### src/rtl/rfi_jvp_pkg.sv
// shared types and constants for the rfi visibility tangent accumulator
package rfi_jvp_pkg;

  typedef struct packed {
    logic [31:0]        amp_a;
    logic [31:0]        amp_b;
    logic [31:0]        amp_tangent_a;
    logic [31:0]        amp_tangent_b;
    logic [15:0]        phase_a;
    logic [15:0]        phase_b;
    logic signed [15:0] phase_tangent_a;
    logic signed [15:0] phase_tangent_b;
    logic               last;
  } rfi_jvp_in_t;

  typedef struct packed {
    logic signed [31:0] grad_real;
    logic signed [31:0] grad_imag;
  } rfi_jvp_out_t;

  localparam int CordicSteps = 16;
  localparam logic signed [33:0] CordicX0 = 34'sd652032874;
  localparam logic signed [47:0] SumMax = 48'sh7FFF_FFFF_FFFF;
  localparam logic signed [47:0] SumMin = 48'sh8000_0000_0000;

  function automatic logic signed [25:0] atan_turn(input logic [3:0] i);
    case (i)
      4'd0:    atan_turn = 26'sd2097152;
      4'd1:    atan_turn = 26'sd1238021;
      4'd2:    atan_turn = 26'sd654136;
      4'd3:    atan_turn = 26'sd332050;
      4'd4:    atan_turn = 26'sd166669;
      4'd5:    atan_turn = 26'sd83416;
      4'd6:    atan_turn = 26'sd41718;
      4'd7:    atan_turn = 26'sd20860;
      4'd8:    atan_turn = 26'sd10430;
      4'd9:    atan_turn = 26'sd5215;
      4'd10:   atan_turn = 26'sd2608;
      4'd11:   atan_turn = 26'sd1304;
      4'd12:   atan_turn = 26'sd652;
      4'd13:   atan_turn = 26'sd326;
      4'd14:   atan_turn = 26'sd163;
      default: atan_turn = 26'sd81;
    endcase
  endfunction

endpackage

### src/rtl/rfi_jvp_cordic.sv
// iterative cordic: one rotation step per cycle, cos/sin of a turn fraction in q1.14
module rfi_jvp_cordic import rfi_jvp_pkg::*; (
  input  logic               clk,
  input  logic               rst_n,
  input  logic               start,
  input  logic [15:0]        phase,
  output logic               done,
  output logic signed [15:0] cos_o,
  output logic signed [15:0] sin_o
);

  typedef enum logic [1:0] {S_IDLE, S_RUN, S_FIN} cst_t;
  cst_t state_r;
  logic [3:0] step_r;
  logic [1:0] quad_r;
  logic signed [33:0] x_r, y_r;
  logic signed [25:0] z_r;
  logic signed [15:0] cos_r, sin_r;
  logic done_r;

  logic [15:0] qsum, resid;
  logic [1:0]  quad;
  logic signed [33:0] dx, dy;
  logic signed [17:0] cr, sr, cc, ss;

  assign qsum  = phase + 16'd8192;
  assign quad  = qsum[15:14];
  assign resid = phase - {quad, 14'd0};
  assign dx = y_r >>> step_r;
  assign dy = x_r >>> step_r;

  function automatic logic signed [17:0] rnd_clamp(input logic signed [33:0] v);
    logic signed [33:0] t;
    logic signed [17:0] r;
    t = (v + 34'sd32768) >>> 16;
    r = t[17:0];
    if (r > 18'sd16384) r = 18'sd16384;
    if (r < -18'sd16384) r = -18'sd16384;
    return r;
  endfunction

  assign cr = rnd_clamp(x_r);
  assign sr = rnd_clamp(y_r);

  always_comb begin
    case (quad_r)
      2'd0:    begin cc = cr;  ss = sr;  end
      2'd1:    begin cc = -sr; ss = cr;  end
      2'd2:    begin cc = -cr; ss = -sr; end
      default: begin cc = sr;  ss = -cr; end
    endcase
  end

  always_ff @(posedge clk) begin
    if (!rst_n) begin
      state_r <= S_IDLE;
      done_r  <= 1'b0;
      step_r  <= '0;
    end else begin
      done_r <= 1'b0;
      case (state_r)
        S_IDLE: begin
          if (start) begin
            x_r     <= CordicX0;
            y_r     <= '0;
            z_r     <= 26'(signed'(resid)) <<< 8;
            quad_r  <= quad;
            step_r  <= '0;
            state_r <= S_RUN;
          end
        end
        S_RUN: begin
          if (!z_r[25]) begin
            x_r <= x_r - dx;
            y_r <= y_r + dy;
            z_r <= z_r - atan_turn(step_r);
          end else begin
            x_r <= x_r + dx;
            y_r <= y_r - dy;
            z_r <= z_r + atan_turn(step_r);
          end
          step_r <= step_r + 4'd1;
          if (step_r == 4'(CordicSteps - 1)) state_r <= S_FIN;
        end
        S_FIN: begin
          cos_r   <= cc[15:0];
          sin_r   <= ss[15:0];
          done_r  <= 1'b1;
          state_r <= S_IDLE;
        end
        default: state_r <= S_IDLE;
      endcase
    end
  end

  assign done  = done_r;
  assign cos_o = cos_r;
  assign sin_o = sin_r;

endmodule

### src/rtl/rfi_visibility_jvp_accumulate.sv
// rfi visibility tangent accumulator: top level with shared multiplier sequencer
// sequence: the multiply steps run while the cordic rotates the phase difference, then the
// rotate steps follow once the cordic is done; a last item adds the output steps. a new
// item is taken only once the previous one is through, as the serial cordic and the one
// shared multiplier are busy until then; a result still waiting only stalls the final
// output step of the next last item. reset (synchronous, active low):
// sums cleared, scale set to 1.0, no result pending.
module rfi_visibility_jvp_accumulate import rfi_jvp_pkg::*; (
  input  logic         clk,
  input  logic         rst_n,
  input  logic         in_valid,
  output logic         in_ready,
  input  rfi_jvp_in_t  in_data,
  output logic         out_valid,
  input  logic         out_ready,
  output rfi_jvp_out_t out_data,
  input  logic         cfg_we,
  input  logic [16:0]  cfg_data
);

  typedef enum logic [2:0] {S_IDLE, S_MUL, S_WAIT, S_ROT, S_OUT, S_HOLD} st_t;
  st_t state_r;
  logic [3:0] step_r;
  rfi_jvp_in_t item_r;
  logic [16:0] scale_r;
  logic signed [47:0] sum_re_r, sum_im_r;
  logic signed [37:0] ir_r, ii_r;
  logic signed [33:0] mr_r, mi_r;
  logic signed [63:0] acc_r;
  logic signed [31:0] res_re_r;
  logic out_valid_r;
  rfi_jvp_out_t out_r;

  logic cord_start, cord_done;
  logic signed [15:0] cos_v, sin_v;

  rfi_jvp_cordic u_cordic (
    .clk(clk), .rst_n(rst_n), .start(cord_start),
    .phase(in_data.phase_a - in_data.phase_b),
    .done(cord_done), .cos_o(cos_v), .sin_o(sin_v)
  );

  assign in_ready   = (state_r == S_IDLE);
  assign cord_start = in_valid && in_ready;

  function automatic logic signed [15:0] hi16(input logic [31:0] v);
    return signed'(v[31:16]);
  endfunction
  function automatic logic signed [15:0] lo16(input logic [31:0] v);
    return signed'(v[15:0]);
  endfunction

  // shared multiplier operands
  logic signed [37:0] op_a;
  logic signed [17:0] op_b;
  logic signed [55:0] prod;
  logic signed [16:0] dp;
  logic signed [47:0] mag_sum;
  logic signed [47:0] cur_sum;
  logic               cur_neg;
  logic               out_load;

  assign dp = 17'(item_r.phase_tangent_a) - 17'(item_r.phase_tangent_b);
  assign cur_sum = (step_r[1] == 1'b0) ? sum_re_r : sum_im_r;
  assign cur_neg = cur_sum[47];
  assign mag_sum = cur_neg ? -cur_sum : cur_sum;
  assign out_load = (state_r == S_OUT) && (step_r == 4'd3) && (!out_valid_r || out_ready);

  always_comb begin
    op_a = '0;
    op_b = '0;
    case (state_r)
      S_MUL: begin
        case (step_r)
          4'd0: begin op_a = 38'(hi16(item_r.amp_tangent_a)); op_b = 18'(hi16(item_r.amp_b)); end
          4'd1: begin op_a = 38'(lo16(item_r.amp_tangent_a)); op_b = 18'(lo16(item_r.amp_b)); end
          4'd2: begin op_a = 38'(hi16(item_r.amp_a)); op_b = 18'(hi16(item_r.amp_tangent_b)); end
          4'd3: begin op_a = 38'(lo16(item_r.amp_a)); op_b = 18'(lo16(item_r.amp_tangent_b)); end
          4'd4: begin op_a = 38'(lo16(item_r.amp_tangent_a)); op_b = 18'(hi16(item_r.amp_b)); end
          4'd5: begin op_a = -38'(hi16(item_r.amp_tangent_a)); op_b = 18'(lo16(item_r.amp_b)); end
          4'd6: begin op_a = 38'(lo16(item_r.amp_a)); op_b = 18'(hi16(item_r.amp_tangent_b)); end
          4'd7: begin op_a = -38'(hi16(item_r.amp_a)); op_b = 18'(lo16(item_r.amp_tangent_b)); end
          4'd8: begin op_a = 38'(hi16(item_r.amp_a)); op_b = 18'(hi16(item_r.amp_b)); end
          4'd9: begin op_a = 38'(lo16(item_r.amp_a)); op_b = 18'(lo16(item_r.amp_b)); end
          4'd10: begin op_a = 38'(lo16(item_r.amp_a)); op_b = 18'(hi16(item_r.amp_b)); end
          4'd11: begin op_a = -38'(hi16(item_r.amp_a)); op_b = 18'(lo16(item_r.amp_b)); end
          4'd12: begin op_a = -38'(mi_r); op_b = 18'(dp); end
          default: begin op_a = 38'(mr_r); op_b = 18'(dp); end
        endcase
      end
      S_ROT: begin
        case (step_r)
          4'd0: begin op_a = ir_r; op_b = 18'(cos_v); end
          4'd1: begin op_a = -ii_r; op_b = 18'(sin_v); end
          4'd2: begin op_a = ir_r; op_b = 18'(sin_v); end
          default: begin op_a = ii_r; op_b = 18'(cos_v); end
        endcase
      end
      // magnitude times scale in two halves: low 24 bits, then high 24 bits
      S_OUT: begin
        if (step_r[0] == 1'b0) op_a = 38'(mag_sum[23:0]);
        else op_a = 38'(mag_sum[47:24]);
        op_b = 18'(scale_r);
      end
      default: begin op_a = '0; op_b = '0; end
    endcase
  end

  assign prod = op_a * op_b;

  // q42 product to q20, then saturating add to the sum
  function automatic logic signed [47:0] sat_add(input logic signed [47:0] s,
                                                 input logic signed [63:0] p);
    logic signed [63:0] t;
    logic signed [63:0] w;
    t = (p + 64'sd2097152) >>> 22;
    w = 64'(s) + t;
    if (w > 64'(SumMax)) return SumMax;
    if (w < 64'(SumMin)) return SumMin;
    return w[47:0];
  endfunction

  // |sum|*scale rounded to q14, sign restored, saturated
  logic [64:0] big;
  logic [63:0] pmag;
  logic signed [31:0] outv;
  always_comb begin
    big  = 65'(unsigned'(acc_r)) + (65'(unsigned'(prod)) << 24);
    pmag = (big[63:0] + 64'd2097152) >> 22;
    if (pmag > 64'h8000_0000) pmag = 64'h8000_0000;
    if (cur_neg) outv = (pmag == 64'h8000_0000) ? 32'sh8000_0000 : -signed'(pmag[31:0]);
    else outv = (pmag >= 64'h8000_0000) ? 32'sh7FFF_FFFF : signed'(pmag[31:0]);
  end

  always_ff @(posedge clk) begin
    if (!rst_n) begin
      state_r     <= S_IDLE;
      step_r      <= '0;
      scale_r     <= 17'd65536;
      sum_re_r    <= '0;
      sum_im_r    <= '0;
      out_valid_r <= 1'b0;
    end else begin
      if (cfg_we) scale_r <= cfg_data;
      if (out_valid_r && out_ready && !out_load) out_valid_r <= 1'b0;
      case (state_r)
        S_IDLE: begin
          if (cord_start) begin
            item_r  <= in_data;
            step_r  <= '0;
            acc_r   <= '0;
            state_r <= S_MUL;
          end
        end
        S_MUL: begin
          step_r <= step_r + 4'd1;
          case (step_r)
            4'd1: begin ir_r <= 38'(acc_r + 64'(prod)); acc_r <= '0; end
            4'd3: begin ir_r <= 38'(64'(ir_r) + acc_r + 64'(prod)); acc_r <= '0; end
            4'd5: begin ii_r <= 38'(acc_r + 64'(prod)); acc_r <= '0; end
            4'd7: begin ii_r <= 38'(64'(ii_r) + acc_r + 64'(prod)); acc_r <= '0; end
            4'd9: begin mr_r <= 34'(acc_r + 64'(prod)); acc_r <= '0; end
            4'd11: begin mi_r <= 34'(acc_r + 64'(prod)); acc_r <= '0; end
            4'd12: ir_r <= ir_r + 38'((64'(prod) + 64'sd1024) >>> 11);
            4'd13: begin
              ii_r    <= ii_r + 38'((64'(prod) + 64'sd1024) >>> 11);
              state_r <= S_WAIT;
            end
            default: acc_r <= acc_r + 64'(prod);
          endcase
        end
        S_WAIT: begin
          step_r <= '0;
          if (cord_done) state_r <= S_ROT;
        end
        S_ROT: begin
          step_r <= (step_r == 4'd3) ? 4'd0 : step_r + 4'd1;
          case (step_r)
            4'd0: acc_r <= 64'(prod);
            4'd1: sum_re_r <= sat_add(sum_re_r, acc_r + 64'(prod));
            4'd2: acc_r <= 64'(prod);
            default: begin
              sum_im_r <= sat_add(sum_im_r, acc_r + 64'(prod));
              state_r  <= item_r.last ? S_OUT : S_IDLE;
            end
          endcase
        end
        S_OUT: begin
          case (step_r)
            4'd0, 4'd2: begin
              acc_r  <= 64'(prod);
              step_r <= step_r + 4'd1;
            end
            4'd1: begin
              res_re_r <= outv;
              step_r   <= step_r + 4'd1;
            end
            default: begin
              // hold until the previous result has been taken
              if (out_load) begin
                out_r.grad_real <= res_re_r;
                out_r.grad_imag <= outv;
                out_valid_r     <= 1'b1;
                sum_re_r        <= '0;
                sum_im_r        <= '0;
                step_r          <= '0;
                state_r         <= S_IDLE;
              end
            end
          endcase
        end
        default: state_r <= S_IDLE;
      endcase
    end
  end

  assign out_valid = out_valid_r;
  assign out_data  = out_r;

`ifndef SYNTHESIS
  a_hold_result: assert property (@(posedge clk) disable iff (!rst_n)
    (out_valid_r && !out_ready) |=> (out_valid_r && $stable(out_r)))
    else $error("pending result dropped or changed");
  a_busy_not_ready: assert property (@(posedge clk) disable iff (!rst_n)
    (state_r != S_IDLE) |-> !in_ready) else $error("ready while busy");
  a_sum_clear: assert property (@(posedge clk) disable iff (!rst_n)
    $rose(out_valid_r) |-> (sum_re_r == '0 && sum_im_r == '0))
    else $error("sum not cleared after result");
`endif

endmodule
### config.mk
export PLATFORM = sky130hd
export DESIGN_NAME = rfi_visibility_jvp_accumulate
export DESIGN_NICKNAME = d
export VERILOG_FILES = /design/src/rtl/rfi_jvp_pkg.sv /design/src/rtl/rfi_jvp_cordic.sv /design/src/rtl/rfi_visibility_jvp_accumulate.sv
export SDC_FILE = /design/constraint.sdc
export NUM_CORES = 2
export LEC_CHECK = 0
export BUFFER_PORTS_ARGS = -buffer_cell sky130_fd_sc_hd__buf_2
export CAP_MARGIN = 20
export CORE_UTILIZATION = 53
export CTS_BUF_LIST = sky130_fd_sc_hd__clkbuf_8
export CTS_CLUSTER_SIZE = 12
export DETAILED_ROUTE_END_ITERATION = 6
export PLACE_DENSITY = 0.68
export SLEW_MARGIN = 20
export SYNTH_ARGS = -nofsm -noshare
export SYNTH_HDL_FRONTEND = slang
export SYNTH_SLANG_ARGS = --single-unit
### constraint.sdc
create_clock -name clk -period 20.1 [get_ports clk]
set_input_delay 4.02 -clock clk [delete_from_list [all_inputs] [get_ports clk]]
set_output_delay 4.02 -clock clk [all_outputs]
set_load 0.02 [all_outputs]
== Yosys cells after proc, flatten, opt, wreduce, memory -nomap -nowiden ==
Memories as Yosys holds them, arrays and structs flattened. A register that Yosys moved wholly into a read port is not among the register bits.
Cells that the tools add are included.
Cells by class
  bitwise operators: 1
  mux-type cells: 98
  add/sub/neg operators: 35
  eq/ne operators: 35
  multipliers: 1
  $lt $le $gt $ge: 10
  shifts and indexed selects: 2
  reductions and logical operators: 49
Operator list (count)
  $mux 48: 14
  $pmux 38 s3: 3
  $pmux 38 s7: 1
  $add 38x38->38: 6
  $mux 26: 8
  $pmux 48 s2: 2
  $pmux 64 s3: 1
  $mux 34: 4
  $pmux 34 s2: 2
  $mux 64: 2
  $pmux 64 s2: 1
  $add 48x42->49: 2
  $gt 49x48->1 const B: 2
  $lt 49x48->1 const B: 2
  $mux 32: 3
  $pmux 16 s3: 2
  $neg 16->38: 2
  $pmux 38 s2: 1
  $pmux 18 s4: 1
  $add 34x17->34 const B: 2
  $add 34x34->34: 2
  $sshr 34x4->34: 2
  $sub 34x34->34: 2
  $add 64x22->64 const B: 1
  66 further kinds: 163
Word-level totals
  memory bits (read-only): 704
  logic and storage cells: 263
  bits in registers: 721
  output and inout port bits: 66
  memories kept: 2
Memories
  (name not given): words 16, bits a word 22, read ports 1, clocked after memory_dff 1, write ports 0, line rfi_jvp_pkg.sv:27  | case (i)
  (name not given): words 16, bits a word 22, read ports 1, clocked after memory_dff 1, write ports 0, line rfi_jvp_pkg.sv:27

== Depth between registers and ports, before layout ==
  word-level depth: 22
  mapped depth: 80

== Cells and area by module ==
A second synthesis with hierarchy kept.
Unflattened totals
  cells, all modules: 10706
  area total of the unflattened synthesis: 92671.4 µm²
By module, submodules not included
  rfi_visibility_jvp_accumulate: instances 1, cells an instance 8526, area an instance 74113.6 µm²
  rfi_jvp_cordic: instances 1, cells an instance 2180, area an instance 18557.8 µm²

== Worst setup path before layout ==
OpenSTA, ideal clock, no wires.
  path type: register to register
  start point: reg step_r[1]
  end point: reg sum_im_r[10]
  cell stages (with the launch flop): 77
  arrival time: 17394 ps
  path slack: 2585 ps
  cell sequence: dfxtp_1 buf_2 buf_2 buf_1 buf_2 buf_2 buf_1 mux2i_1 ha_1 o21ai_0 o21bai_1 or3_1 nor2_1 and2_1 nor2b_1 nand3b_1 o41ai_1 xor2_1 (+41 left out) xnor2_1 ha_1 clkbuf_1 a21oi_1 o21bai_1 a21o_1 a21oi_1 nor2b_1 o21a_1 o21ai_0 nand2b_1 nor2_1 o31ai_1 o21a_1 nor2b_1 clkbuf_1 buf_1 a221o_1
Between the ends
  cells in the longest elaborated chain, start to end: 19
  elaborated cells on any way between the ends: 60
  classes of those cells: 4 x add/sub; 1 x mul; 2 x order compare; 15 x eq/ne; 23 x mux; 15 x reduce/logical
Ends and longest elaborated chain
  start, declared: line rfi_visibility_jvp_accumulate.sv:23  | logic [3:0] step_r;
  start signal, assigned: line rfi_visibility_jvp_accumulate.sv:156  | step_r <= step_r + 4'd1;
  start signal, assigned: line rfi_visibility_jvp_accumulate.sv:177  | step_r <= (step_r == 4'd3) ? 4'd0 : step_r + 4'd1;
  start signal, assigned: line rfi_visibility_jvp_accumulate.sv:192  | step_r <= step_r + 4'd1;
  $mux 48: line rfi_visibility_jvp_accumulate.sv:64  | assign cur_sum = (step_r[1] == 1'b0) ? sum_re_r : sum_im_r;
  $neg 48->48: line rfi_visibility_jvp_accumulate.sv:66  | assign mag_sum = cur_neg ? -cur_sum : cur_sum;
  $mux 48: line rfi_visibility_jvp_accumulate.sv:66
  $mux 24: line rfi_visibility_jvp_accumulate.sv:101  | if (step_r[0] == 1'b0) op_a = 38'(mag_sum[23:0]);
  $pmux 38 s3: line rfi_visibility_jvp_accumulate.sv:72  | case (state_r)
  $mul 38x18->56: line rfi_visibility_jvp_accumulate.sv:109  | assign prod = op_a * op_b;
  $add 64x56->64: line rfi_visibility_jvp_accumulate.sv:183  | sum_im_r <= sat_add(sum_im_r, acc_r + 64'(prod));
  $add 64x23->64: line rfi_visibility_jvp_accumulate.sv:116  | t = (p + 64'sd2097152) >>> 22;
  (+2 left out)
  $mux 1 (2 in a row): line rfi_visibility_jvp_accumulate.sv:119  | if (w < 64'(SumMin)) return SumMin;
  $mux 1: line rfi_visibility_jvp_accumulate.sv:178  | case (step_r)
  $mux 1: line rfi_visibility_jvp_accumulate.sv:146  | case (state_r)
  $mux 1: line rfi_visibility_jvp_accumulate.sv:136  | if (!rst_n) begin
  $mux 48: line rfi_visibility_jvp_accumulate.sv:120  | return w[47:0];
  $mux 48: line rfi_visibility_jvp_accumulate.sv:119
  $mux 48: line rfi_visibility_jvp_accumulate.sv:178
  $pmux 48 s2: line rfi_visibility_jvp_accumulate.sv:146
  end signal, assigned: line rfi_visibility_jvp_accumulate.sv:183
  end, declared: line rfi_visibility_jvp_accumulate.sv:26  | logic signed [47:0] sum_re_r, sum_im_r;
Parallel ways exist; a longest one is shown, timed or not. The select of a mux whose other input is x is not followed.
A chain may end at the register's enable or synchronous reset.

== Worst setup path after layout ==
  start point: reg step_r[1]
  end point: reg sum_im_r[0]
The elaborated chain is that of the path after synthesis.

==> impl_metrics.env <==
export IMPL_critical_path_reg2reg_endpoint="sum_im_r[0]"
export IMPL_cell_rows=151
export IMPL_power_clock_fraction_pct=10.2
export IMPL_simple_gate_portion_of_the_synthesized_area_pct=15.85
export IMPL_gp_routability_congestion=1.056
export IMPL_violations="DRC"
export IMPL_net_switching_power_mw=8.943
export IMPL_syn_nets=12020
export IMPL_sw_frac_of_total_pct=55.17
export IMPL_netlist_area_um2=90850
export IMPL_drc=10
export IMPL_outcome="complete, but fails checks"
export IMPL_cts_htree_levels=4
export IMPL_min_period_ps=19000
export IMPL_synth_adder_area_share_pct=24.93
export IMPL_cts_made_buffers=143
export IMPL_netlist_top_cells_count="sky130_fd_sc_hd__inv_1, sky130_fd_sc_hd__nand2_1, sky130_fd_sc_hd__fa_1, sky130_fd_sc_hd__nor2_1, sky130_fd_sc_hd__a21oi_1"
export IMPL_hold_start="res_re_r[2]"
export IMPL_wl_um=319800
export IMPL_hold_slack_ps=406.8
export IMPL_setup_violations=0
export IMPL_cp_max_fo=34
export IMPL_ff2ff_path_depth=59
export IMPL_slew_violations=0
export IMPL_min_period_over_period_pct=94.51
export IMPL_place_detailed_hpwl_um=251600
export IMPL_cts_reportedPaths_clkPinSlew_ps=60
export IMPL_synth_async_reset_ratio_pct=0
export IMPL_hold_path_cell_count=0
export IMPL_port_buffers=280
export IMPL_yosys_area_top_type="sky130_fd_sc_hd__edfxtp_1"
export IMPL_criticalPathCategory="register to register"
export IMPL_floorplan_die_area_um2=173100
export IMPL_clock_tree_from_tritoncts="built"
export IMPL_synth_compound_gate_area_share_pct=18.47
export IMPL_initial_utilization_pct=53.49
export IMPL_clock_path_buffers=3
export IMPL_setup_worst_path_start_class="register"
export IMPL_synth_warnings=0
export IMPL_grt_pass1_wl_um=480000
export IMPL_synth_top_family_by_area="adder cells"
export IMPL_detailroute_via_count=81340
export IMPL_netlist_area_leader_share_pct=19.60
export IMPL_post_synth_cell_area_avg_um2=8.708
export IMPL_yosys_most_used_dff="sky130_fd_sc_hd__edfxtp_1"
export IMPL_synthCells=10430
export IMPL_postSynthRegisterBits=743
export IMPL_cts_root_buf="sky130_fd_sc_hd__clkbuf_8"
export IMPL_r2r_start="step_r[1]"
export IMPL_p_comb_share_pct=76.9
export IMPL_cts_num_sinks=743
export IMPL_grt_util_all_layers_pct=36.35
export IMPL_endpoint_arrival_time_on_the_critical_path_ps=19810
export IMPL_antenna_found_initial=13
export IMPL_worst_ep_required_time_ps=20910
export IMPL_drive_gt1_share_pct=8.864
export IMPL_post_route_cell_area_um2=98300
export IMPL_initial_drt_pass_iterations=7
export IMPL_post_synth_top_count_cell="sky130_fd_sc_hd__inv_1"
export IMPL_worstSetupEndpointType="register"
export IMPL_power_density_nw_per_um2=164.9
export IMPL_finalNetCount=12180
export IMPL_unrepaired_setup_endpoints_after_global_routing="false"
export IMPL_critical_path_slowest_cell="sky130_fd_sc_hd__xor2_1"
export IMPL_die_h_um=416.0
export IMPL_critPathMaxStageDelay_ps=810
export IMPL_timing_hold_violations_final=0
export IMPL_power_mw=16.21
export IMPL_post_layout_nonfiller_instances=12950
export IMPL_achievable_frequency_mhz=52.64
export IMPL_antenna_violating_nets_post_route=0
export IMPL_core_um2=169800
export IMPL_grt_pass1_vias=78870
export IMPL_clock_insertion_delay_worst_skew_ps=960
export IMPL_post_synth_main_area_contributors="sky130_fd_sc_hd__edfxtp_1, sky130_fd_sc_hd__fa_1, sky130_fd_sc_hd__ha_1"
export IMPL_syn2layout_area_growth_pct=8.195
export IMPL_p_int_mw=7.268
export IMPL_grt_remaining_overflow=0
export IMPL_wl_per_cell_um=24.70
export IMPL_timing_max_cap_violations=0
export IMPL_synth_mux_area_share_pct=3.695
export IMPL_synth_yosys_seq_area_share_pct=22.90
export IMPL_die_width_um=416.0
export IMPL_initialDrtViolationCount=9203
export IMPL_boundaryPins=281
export IMPL_synth_edf_count=593
export IMPL_total_leakage_power_nw=43.47
export IMPL_relative_max_transition_margin_pct=18.46
export IMPL_hold_class="register to register"
export IMPL_ir_worst_vdd_v=0.0001325
export IMPL_seq_power_share_pct=12.8
export IMPL_r2r_slack_ps=1100
export IMPL_yosys_area_share_xor_xnor_pct=7.129
export IMPL_grt_max_degree=162
export IMPL_post_place_cells=12670
export IMPL_postCtsSetupBuffers=0
export IMPL_tns_ps=0
export IMPL_synth_lib_cells_used_distinct=111
export IMPL_fin_worst_skew_ps=71.63
export IMPL_via_per_inst=6.283
export IMPL_worst_hold_path_endpoint="out_data[34]"
export IMPL_tightest_slew_ps=1210
export IMPL_placement_cell_area_um2=95130
## state kept, by name, summed over array words and instances, names as in the netlist, 38 cells and up, named ones only
signal and flops:
item_r 161, acc_r 64, out_data 64, sum_im_r 48, sum_re_r 48, ii_r 38
ir_r 38
## repair_timing
action,4_1_cts,5_1_grt
resized for setup,0,5
setup endpoints to repair,0,26
hold buffers,0,0
## cell type report
type,instances,area [µm²]
Multi-Input combinational cell,8000,64070
Clock buffer,164,2257
Inverter,1241,4658
Fill cell,15210,71550
Sequential cell,743,20830
Antenna cell,11,27.53
Clock inverter,102,830.8
Tap cell,2218,2775
Timing Repair Buffer,468,2858
## placed cells by master, fill, tap and decap left out, types with 62 or more instances in the layout
master,instances
sky130_fd_sc_hd__a211oi_1,77
sky130_fd_sc_hd__a21o_1,275
sky130_fd_sc_hd__a21oi_1,690
sky130_fd_sc_hd__a221o_1,98
sky130_fd_sc_hd__a22oi_1,64
sky130_fd_sc_hd__a31oi_1,87
sky130_fd_sc_hd__and2_1,185
sky130_fd_sc_hd__and3_1,100
sky130_fd_sc_hd__buf_2,280
sky130_fd_sc_hd__buf_4,185
sky130_fd_sc_hd__clkbuf_8,164
sky130_fd_sc_hd__dfxtp_1,144
sky130_fd_sc_hd__edfxtp_1,593
sky130_fd_sc_hd__fa_1,736
sky130_fd_sc_hd__ha_1,633
sky130_fd_sc_hd__inv_1,1262
sky130_fd_sc_hd__mux2i_1,142
sky130_fd_sc_hd__mux4_2,72
sky130_fd_sc_hd__nand2_1,1140
sky130_fd_sc_hd__nand2b_1,107
sky130_fd_sc_hd__nand3_1,175
sky130_fd_sc_hd__nand4_1,76
sky130_fd_sc_hd__nor2_1,714
sky130_fd_sc_hd__nor2b_1,83
sky130_fd_sc_hd__nor3_1,213
sky130_fd_sc_hd__o21a_1,96
sky130_fd_sc_hd__o21ai_0,530
sky130_fd_sc_hd__o21bai_1,80
sky130_fd_sc_hd__o22ai_1,64
sky130_fd_sc_hd__or3_1,62
sky130_fd_sc_hd__xnor2_1,459
sky130_fd_sc_hd__xor2_1,277
## how the worst max path moves through the flow
stage,cells past startpoint,to,start
after floorplan,76,sum_im_r[10],step_r[1]
after global placement,61,sum_im_r[1],step_r[1]
after detailed placement,61,sum_im_r[0],step_r[1]
after CTS,61,sum_im_r[0],step_r[1]
after global routing,62,sum_im_r[0],step_r[1]
final,59,sum_im_r[0],step_r[1]
## kinds of logic (layout without fill, tap and decap cells)
family,count (synthesis),count (layout)
mux,242,242
fa+ha+maj,1369,1369
buf+inv,1690,1975
xor+xnor,738,738
compound gates,2565,2565
other cells,0,11
simple gates,3086,3086
flops,743,743
## metal layers
metal	global-route usage (%)	share of wire, %	vias to the layer above
met5	0	0.011	-
met4	18.74	5.9	8
met3	6.413	9.2	768
met2	57.53	45	4030
met1	47.70	40	39830
li1	-	-	36710
## worst max-delay path: cells and delay by family, from the launching register on
kind | cells | cell delay, ps
compound gates | 21 | 6140
fa+ha+maj | 10 | 4970
simple gates | 18 | 4170
buf+inv | 8 | 1740
xor+xnor | 2 | 1090
flops | 1 | 610
## stage by stage
| stage | util, % | setup WS, ps |
|---|---|---|
| 2_1_floorplan | - | 2585 |
| 3_3_place_gp | 56.00 | 1850 |
| 3_5_place_dp | 56.01 | 1560 |
| 4_1_cts | 57.82 | 1484 |
| 5_1_grt | 57.87 | 173.4 |
| 6_report | 57.88 | 1104 |
## power by group through the flow
| stage | registers (mW) | clock network, mW | logic (mW) |
|---|---|---|---|
| after global routing | 2.08 | 1.74 | 13.4 |
| final | 2.08 | 1.66 | 12.5 |
| after global placement | 2.10 | 0 | 12.0 |
| after CTS | 2.07 | 1.68 | 12.1 |
| after detailed placement | 2.10 | 0 | 12.1 |
| after floorplan | 2.03 | 0 | 8.45 |
Note: power is estimated with default switching activity, not from simulation.
